### config.mk
export PLATFORM = sky130hd
export DESIGN_NAME = key_debounce_short_long_press
export DESIGN_NICKNAME = d
export VERILOG_FILES = /design/src/hdl/kdslp_pkg.sv /design/src/hdl/key_debounce_short_long_press.sv
export SDC_FILE = /design/constraint.sdc
export NUM_CORES = 1
export LEC_CHECK = 0
export BUFFER_PORTS_ARGS = -buffer_cell sky130_fd_sc_hd__buf_2
export CORE_MARGIN = 2
export CORE_UTILIZATION = 45
export DETAILED_ROUTE_END_ITERATION = 10
export GPL_ROUTABILITY_DRIVEN = 0
export HOLD_SLACK_MARGIN = 0.02
export SYNTH_ARGS = -nofsm -noshare
export SYNTH_HDL_FRONTEND = slang
export SYNTH_SLANG_ARGS = --single-unit
### constraint.sdc
create_clock -name i_clk -period 5.7 [get_ports i_clk]
set_clock_uncertainty 0.2 [all_clocks]
set_input_delay 1.425 -clock i_clk [delete_from_list [all_inputs] [get_ports i_clk]]
set_output_delay 1.425 -clock i_clk [all_outputs]
set_load 0.05 [all_outputs]
### src/hdl/kdslp_pkg.sv
// Shared constants for the key debounce block with short and long press detection.
`default_nettype none
package kdslp_pkg;
    localparam int unsigned COUNTER_WIDTH_DEF = 16;

    localparam logic [15:0] DEBOUNCE_RESET = 16'd30;
    localparam logic [15:0] PERIOD_RESET   = 16'd100;
    localparam logic [3:0]  SHORT_RESET    = 4'd5;
    localparam logic [3:0]  CAP_RESET      = 4'd12;

    // Configuration register indexes.
    localparam logic [1:0] REG_DEBOUNCE = 2'd0;
    localparam logic [1:0] REG_PERIOD   = 2'd1;
    localparam logic [1:0] REG_SHORT    = 2'd2;
    localparam logic [1:0] REG_CAP      = 2'd3;

    // Phase codes.
    localparam logic [1:0] PH_IDLE     = 2'd0;
    localparam logic [1:0] PH_DEBOUNCE = 2'd1;
    localparam logic [1:0] PH_HOLD     = 2'd2;
    localparam logic [1:0] PH_WAIT_REL = 2'd3;

    // Key indexes and event codes.
    localparam logic [2:0] KEYIDX_TOP_L  = 3'd4;
    localparam logic [2:0] KEYIDX_TOP_R  = 3'd5;
    localparam logic [2:0] EV_LT_SHORT   = 3'd4;
    localparam logic [2:0] EV_LT_LONG    = 3'd5;
    localparam logic [2:0] EV_RT_SHORT   = 3'd6;
    localparam logic [2:0] EV_RT_LONG    = 3'd7;

    localparam logic [5:0] ALL_RELEASED = 6'h3F;
endpackage
`default_nettype wire

### src/hdl/key_debounce_short_long_press.sv
// Top level of the key debounce block with short and long press detection.
//
// Usage: each input transaction on i_in_valid / o_in_stall is one tick carrying the six
// active-low key levels (left, right, up, down, left top, right top). After any key
// reads low the block waits the debounce time, picks the first pressed key in that
// priority order and reports it. Direction keys are reported on release; the two top
// keys are timed in periods and reported as a short or a long press.
// Results leave on o_out_valid / i_out_stall as o_key_event, at most one per tick.
// A result from a tick is registered into the output register, or into the skid register while the receiver stalls.
// Throughput: one tick per cycle while o_in_stall is low; the state update is a single
// decrement and compare between the state registers.
// The output register is backed by a one-entry skid register: while the receiver
// stalls, ticks keep being accepted until a second result has to be held, and only then
// is o_in_stall raised, and it drops as soon as the held result moves on.
// Configuration writes (i_cfg_valid, o_cfg_ready tied high) are taken at any edge; they
// belong in gaps where no tick is in flight and no result is still owed.
// Reset (synchronous, active low) returns to the idle phase, empties both result
// registers and loads the default register values.
`default_nettype none
module key_debounce_short_long_press #(
    parameter int unsigned COUNTER_WIDTH = kdslp_pkg::COUNTER_WIDTH_DEF
) (
    input  wire logic        i_clk,
    input  wire logic        i_rst_n,
    input  wire logic        i_in_valid,
    output logic             o_in_stall,
    input  wire logic [5:0]  i_key_levels,
    output logic             o_out_valid,
    input  wire logic        i_out_stall,
    output logic [2:0]       o_key_event,
    input  wire logic        i_cfg_valid,
    output logic             o_cfg_ready,
    input  wire logic [1:0]  i_cfg_index,
    input  wire logic [15:0] i_cfg_data
);
    localparam int unsigned CW = COUNTER_WIDTH;
    localparam logic [32:0] CntMax = (33'd1 << CW) - 33'd1;

    // Configuration registers.
    logic [15:0] r_debounce;
    logic [15:0] r_period;
    logic [3:0]  r_short_max;
    logic [3:0]  r_cap;

    // Block state.
    logic [1:0]    r_phase,  n_phase;
    logic [CW-1:0] r_ticks,  n_ticks;
    logic [3:0]    r_periods, n_periods;
    logic [2:0]    r_key,    n_key;

    // Result path: output register and skid register.
    logic       r_out_valid;
    logic [2:0] r_out_event;
    logic       r_skid_valid;
    logic [2:0] r_skid_event;

    logic       w_accept;
    logic       w_emit;
    logic [2:0] w_event;
    logic       w_out_free;

    logic [CW-1:0] w_debounce_load;
    logic [CW-1:0] w_period_load;
    logic [15:0]   w_period_min;

    assign o_cfg_ready = 1'b1;
    assign o_in_stall  = r_skid_valid;
    assign w_accept    = i_in_valid && !r_skid_valid;
    assign o_out_valid = r_out_valid;
    assign o_key_event = r_out_event;
    assign w_out_free  = !r_out_valid || !i_out_stall;

    // Loads into the tick counter saturate at the counter's largest value.
    assign w_period_min    = (r_period == 16'd0) ? 16'd1 : r_period;
    assign w_debounce_load = ({17'd0, r_debounce} > CntMax) ? CntMax[CW-1:0]
                                                             : CW'(r_debounce);
    assign w_period_load   = ({17'd0, w_period_min} > CntMax) ? CntMax[CW-1:0]
                                                               : CW'(w_period_min);

    always_ff @(posedge i_clk) begin
        if (!i_rst_n) begin
            r_debounce  <= kdslp_pkg::DEBOUNCE_RESET;
            r_period    <= kdslp_pkg::PERIOD_RESET;
            r_short_max <= kdslp_pkg::SHORT_RESET;
            r_cap       <= kdslp_pkg::CAP_RESET;
        end else if (i_cfg_valid) begin
            unique case (i_cfg_index)
                kdslp_pkg::REG_DEBOUNCE: r_debounce  <= i_cfg_data;
                kdslp_pkg::REG_PERIOD:   r_period    <= i_cfg_data;
                kdslp_pkg::REG_SHORT:    r_short_max <= i_cfg_data[3:0];
                kdslp_pkg::REG_CAP:      r_cap       <= i_cfg_data[3:0];
                default: ;
            endcase
        end
    end

    // One tick of the press tracking. choose and finish are the two shared decisions
    // (key choice after debounce, end of hold timing for a top key).
    always_comb begin
        logic [CW-1:0] dec;
        logic          zero;
        logic          any_low;
        logic [2:0]    pick;
        logic          do_choose;
        logic          do_finish;
        logic [3:0]    fin_periods;
        logic [2:0]    fin_key;
        logic          fin_low;

        n_phase   = r_phase;
        n_ticks   = r_ticks;
        n_periods = r_periods;
        n_key     = r_key;
        w_emit    = 1'b0;
        w_event   = r_key;
        do_choose = 1'b0;
        do_finish = 1'b0;
        fin_periods = r_periods;
        fin_key     = r_key;
        fin_low     = 1'b0;

        dec  = (r_ticks != '0) ? r_ticks - CW'(1) : r_ticks;
        zero = (dec == '0);

        any_low = (i_key_levels != kdslp_pkg::ALL_RELEASED);
        pick    = 3'd0;
        for (int k = 5; k >= 0; k--) begin
            if (!i_key_levels[k]) begin
                pick = 3'(k);
            end
        end

        unique case (r_phase)
            kdslp_pkg::PH_DEBOUNCE: begin
                n_ticks = dec;
                if (zero) begin
                    do_choose = 1'b1;
                end
            end
            kdslp_pkg::PH_HOLD: begin
                n_ticks = dec;
                if (zero) begin
                    if (i_key_levels[r_key] || (r_periods >= r_cap)) begin
                        do_finish = 1'b1;
                    end else begin
                        n_periods = r_periods + 4'd1;
                        n_ticks   = w_period_load;
                    end
                end
            end
            kdslp_pkg::PH_WAIT_REL: begin
                if (i_key_levels[r_key]) begin
                    w_emit  = 1'b1;
                    n_phase = kdslp_pkg::PH_IDLE;
                    if (r_key == kdslp_pkg::KEYIDX_TOP_L) begin
                        w_event = kdslp_pkg::EV_LT_LONG;
                    end else if (r_key == kdslp_pkg::KEYIDX_TOP_R) begin
                        w_event = kdslp_pkg::EV_RT_LONG;
                    end else begin
                        w_event = r_key;
                    end
                end
            end
            default: begin
                if (any_low) begin
                    n_ticks = w_debounce_load;
                    if (w_debounce_load == '0) begin
                        do_choose = 1'b1;
                    end else begin
                        n_phase = kdslp_pkg::PH_DEBOUNCE;
                    end
                end
            end
        endcase

        if (do_choose) begin
            if (!any_low) begin
                n_phase = kdslp_pkg::PH_IDLE;
            end else begin
                n_key   = pick;
                fin_key = pick;
                if (pick < kdslp_pkg::KEYIDX_TOP_L) begin
                    n_phase = kdslp_pkg::PH_WAIT_REL;
                end else if (r_cap == 4'd0) begin
                    n_periods   = 4'd0;
                    fin_periods = 4'd0;
                    do_finish   = 1'b1;
                end else begin
                    n_periods = 4'd1;
                    n_ticks   = w_period_load;
                    n_phase   = kdslp_pkg::PH_HOLD;
                end
            end
        end

        if (do_finish) begin
            fin_low = !i_key_levels[fin_key];
            if (fin_periods <= r_short_max) begin
                w_emit  = 1'b1;
                n_phase = kdslp_pkg::PH_IDLE;
                w_event = (fin_key == kdslp_pkg::KEYIDX_TOP_R) ? kdslp_pkg::EV_RT_SHORT
                                                                : kdslp_pkg::EV_LT_SHORT;
            end else if (!fin_low) begin
                w_emit  = 1'b1;
                n_phase = kdslp_pkg::PH_IDLE;
                w_event = (fin_key == kdslp_pkg::KEYIDX_TOP_R) ? kdslp_pkg::EV_RT_LONG
                                                                : kdslp_pkg::EV_LT_LONG;
            end else begin
                n_phase = kdslp_pkg::PH_WAIT_REL;
            end
        end
    end

    always_ff @(posedge i_clk) begin
        if (!i_rst_n) begin
            r_phase   <= kdslp_pkg::PH_IDLE;
            r_ticks   <= '0;
            r_periods <= 4'd0;
            r_key     <= 3'd0;
        end else if (w_accept) begin
            r_phase   <= n_phase;
            r_ticks   <= n_ticks;
            r_periods <= n_periods;
            r_key     <= n_key;
        end
    end

    // Result registers: the skid entry always drains first, so order is kept.
    always_ff @(posedge i_clk) begin
        if (!i_rst_n) begin
            r_out_valid  <= 1'b0;
            r_skid_valid <= 1'b0;
        end else if (w_out_free) begin
            if (r_skid_valid) begin
                r_out_valid  <= 1'b1;
                r_skid_valid <= 1'b0;
            end else begin
                r_out_valid <= w_accept && w_emit;
            end
        end else if (w_accept && w_emit) begin
            r_skid_valid <= 1'b1;
        end
    end

    always_ff @(posedge i_clk) begin
        if (w_out_free) begin
            r_out_event <= r_skid_valid ? r_skid_event : w_event;
        end else if (w_accept && w_emit) begin
            r_skid_event <= w_event;
        end
    end

    // The skid register is only ever filled behind a full output register.
    a_skid_behind_out: assert property (@(posedge i_clk) disable iff (!i_rst_n)
        r_skid_valid |-> r_out_valid)
        else $error("skid register holds a result while the output register is empty");

    // A result produced against a stalled output must land in the skid register.
    a_stalled_result_kept: assert property (@(posedge i_clk) disable iff (!i_rst_n)
        (w_accept && w_emit && r_out_valid && i_out_stall) |=> r_skid_valid)
        else $error("result lost while the output was stalled");

    // Hold timing only ever runs for one of the two top keys.
    a_hold_top_key: assert property (@(posedge i_clk) disable iff (!i_rst_n)
        (r_phase == kdslp_pkg::PH_HOLD) |->
            (r_key == kdslp_pkg::KEYIDX_TOP_L || r_key == kdslp_pkg::KEYIDX_TOP_R))
        else $error("hold timing entered for a direction key");

    // While waiting for release the chosen key is always a real key.
    a_wait_key_range: assert property (@(posedge i_clk) disable iff (!i_rst_n)
        (r_phase == kdslp_pkg::PH_WAIT_REL) |-> (r_key <= kdslp_pkg::KEYIDX_TOP_R))
        else $error("waiting for release of a key that does not exist");
endmodule
`default_nettype wire
==> metrics.cfg <==
[yosys]
syn_area_sq_mm=0.00499
synth_fp_nets=708
avgSynthCellArea_sq_um=7.48
synth-seq-cells=73
synthDistinctLibCells=89
synth_flop_cell=dfxtp_1
ys_async_sr_fraction_pct=0
yosysSeqAreaShare_pct=30.5
yosys_warnings=0
synth_edf_count=6
netlist_instances=668

[finish]
final_common_cell=nand2_1
instances_no_fill=824
final_cell_mix=136 x nand2_1, 67 x a21oi_1, 67 x dfxtp_1
final_nets=719
drive_gt1_share_pct=14.0
final_util_pct=49.2
diodes=0
syn2layout_area_growth_pct=6.89

[sta]
rsz0062_at_grt=no
fin_crit_ps=5190
slew-limit-headroom_pct=24.8
hold_violations=0
final_max_slew_viol_count=0
fin_crit_sh_pct=91.1
setup_violations=0
fmax_mhz=193
holdWs_ps=277
tightest_slew_ps=1120
tns_ps=0

[global_routing]
antenna_found_initial=0
grt_pass1_vias=4773
track_usage_pct=27.5
grt_max_degree=36
grt.overflow.total=0
grt_pass1_wl_mm=25.4

[drt]
routed_wirelength_mm=15.6
wl_per_cell_um=19.0
wl_met2_mm=6.95
vias=5133
wl_met1_mm=6.83
top_layer=met4
drcViolationCount=0
vias_per_cell=6.23
drt-initial-drc-count=439
wl_met3_mm=1.37
ant_nets=0
dr.pass1.iters=5

[worst_hold_path]
holdCritPathClass=flip-flop to flip-flop

[clocking]
clock_path_buffers=2
post_cts.resized_instances=0
clkTransAtPathRegs_ps=90
cts_made_buffers=9
htree_levels=3
cts_tree=yes
holdBufCountCts=0
cts-root-buf=clkbuf_8
clk-insertion-delay-late_ps=370
postCtsSetupBuffers=0
cts.sinks=73

[die]
die_x_um=109
core_sq_mm=0.0108
dieArea_sq_mm=0.0120
io_pins=35
rows=38
start_util_pct=46.1
die_y_um=109

[place]
dp_hpwl_mm=11.1
io_buffers=33
dp.cells=808

[worst_setup_path]
path_class=flip-flop to flip-flop
crit_slowest_cell=nor3b_1
end_kind=flip-flop
arrival_ps=5000
cp_data_required_time_ps=5510
path_cells=inv_1 > ha_1 > nor3b_1 > nand2_1 > and4b_1 > o2111ai_1 > nor4_1 > a21oi_1 > and2_1 > ha_1 > nor2b_1 > o21ai_0 > nand2b_1 > a21oi_1 > a41o_1 > nand2_1 > o221ai_4 > nor2_1 > nor3_1
path_max_fanout=8
critPathLaunchType=flip-flop
critical-path-max-stage-delay_ps=580

[pwr]
max-vdd-ir-drop_v=0.000146
leakagePower_nw=2.09
p_per_area_mw_per_mm2=244

[status]
outcome=completed

[job]
drv_cap=0

## through the flow
| step | total power, mW | setup slack, ps | area [sq um] |
|---|---|---|---|
| final | 1.30 | 510 | 5340 |
| after detailed placement | 0.864 | 650 | 5130 |
| after floorplan | 0.799 | 1140 | 4990 |
| after global placement | 0.860 | 826 | 5130 |
| after CTS | 1.30 | 609 | 5340 |
| after global routing | 1.36 | 36.7 | 5340 |
## flip-flops by register name, summed over array words and instances, names as in the netlist, 2 cells and up
name,flops
r_debounce,16
r_period,16
r_ticks,16
r_cap,4
r_periods,4
r_short_max,4
o_key_event,3
r_key,3
r_skid_event,3
r_phase,2
## final cells by class
cell class,count,area (sq um)
inverters,15,56.3
clock inverters,7,82.6
fillers,1101,5500
multi-input cells,536,3130
well taps,140,175
clock buffers,9,124
repair buffers,44,248
flip-flops and latches,73,1520
## layer usage
layer / global-route usage [%] / vias up
met5: 0 / -
met3: 5.81 / 42
met4: 9.76 / 0
li1: - / 2453
met2: 42.4 / 259
met1: 37.9 / 2379
## worst paths after layout
path,startpoint,to,slack (ps),cells after the start
max,r_ticks[0],r_skid_event[2],510,19
min,r_period[0],r_period[0],280,2
max reg2reg,r_ticks[0],r_skid_event[2],510,19
min reg2reg,r_period[0],r_period[0],280,2
## logic make-up (layout without fill, tap and decap cells)
kind of cell,count (synthesis),count (layout),share of synthesized area [%]
buf+inv,59,75,6.89
fa+ha+maj,11,11,2.76
mux,21,21,4.64
other cells,1,1,0.0751
flops,73,73,30.5
simple gates,307,307,29.5
xor+xnor,3,3,0.526
compound gates,193,193,25.2
## report_power, final
group          switching, mW  total [mW]  internal [mW]
Combinational          0.175       0.284          0.109
Sequential            0.0385       0.577          0.539
Clock                  0.231       0.441          0.210
## synth_stat cells, types with 4 or more instances
library cell	n	area share, %
a211oi_1	10	1.5
a21o_1	6	0.90
a21oi_1	67	6.7
a22oi_1	4	0.60
a311oi_1	9	1.6
a31oi_1	12	1.5
and2_1	6	0.75
and3_1	7	0.88
clkbuf_1	31	2.3
clkbuf_8	6	1.7
dfxtp_1	67	27
edfxtp_1	6	3.6
ha_1	11	2.8
inv_1	14	1.1
mux2i_1	16	3.2
nand2_1	136	10
nand2b_1	5	0.63
nand3_1	17	1.7
nand4_1	8	1.0
nor2_1	58	4.4
nor3_1	11	1.1
nor3b_1	4	0.60
nor4_1	16	2.0
o211ai_1	4	0.60
o21ai_0	33	3.3
o22ai_1	8	1.0
or2_2	8	1.0
## worst max-delay path: cells and delay by family, from the launching register on
family	cells	cell delay [ps]
and+or+nand+nor	10	2040
DFF	1	370
AOI/OAI and AO/OA	6	1590
buffers and inverters	1	150
adders and majority gates	2	470
Note: power is estimated with default switching activity, not from simulation.
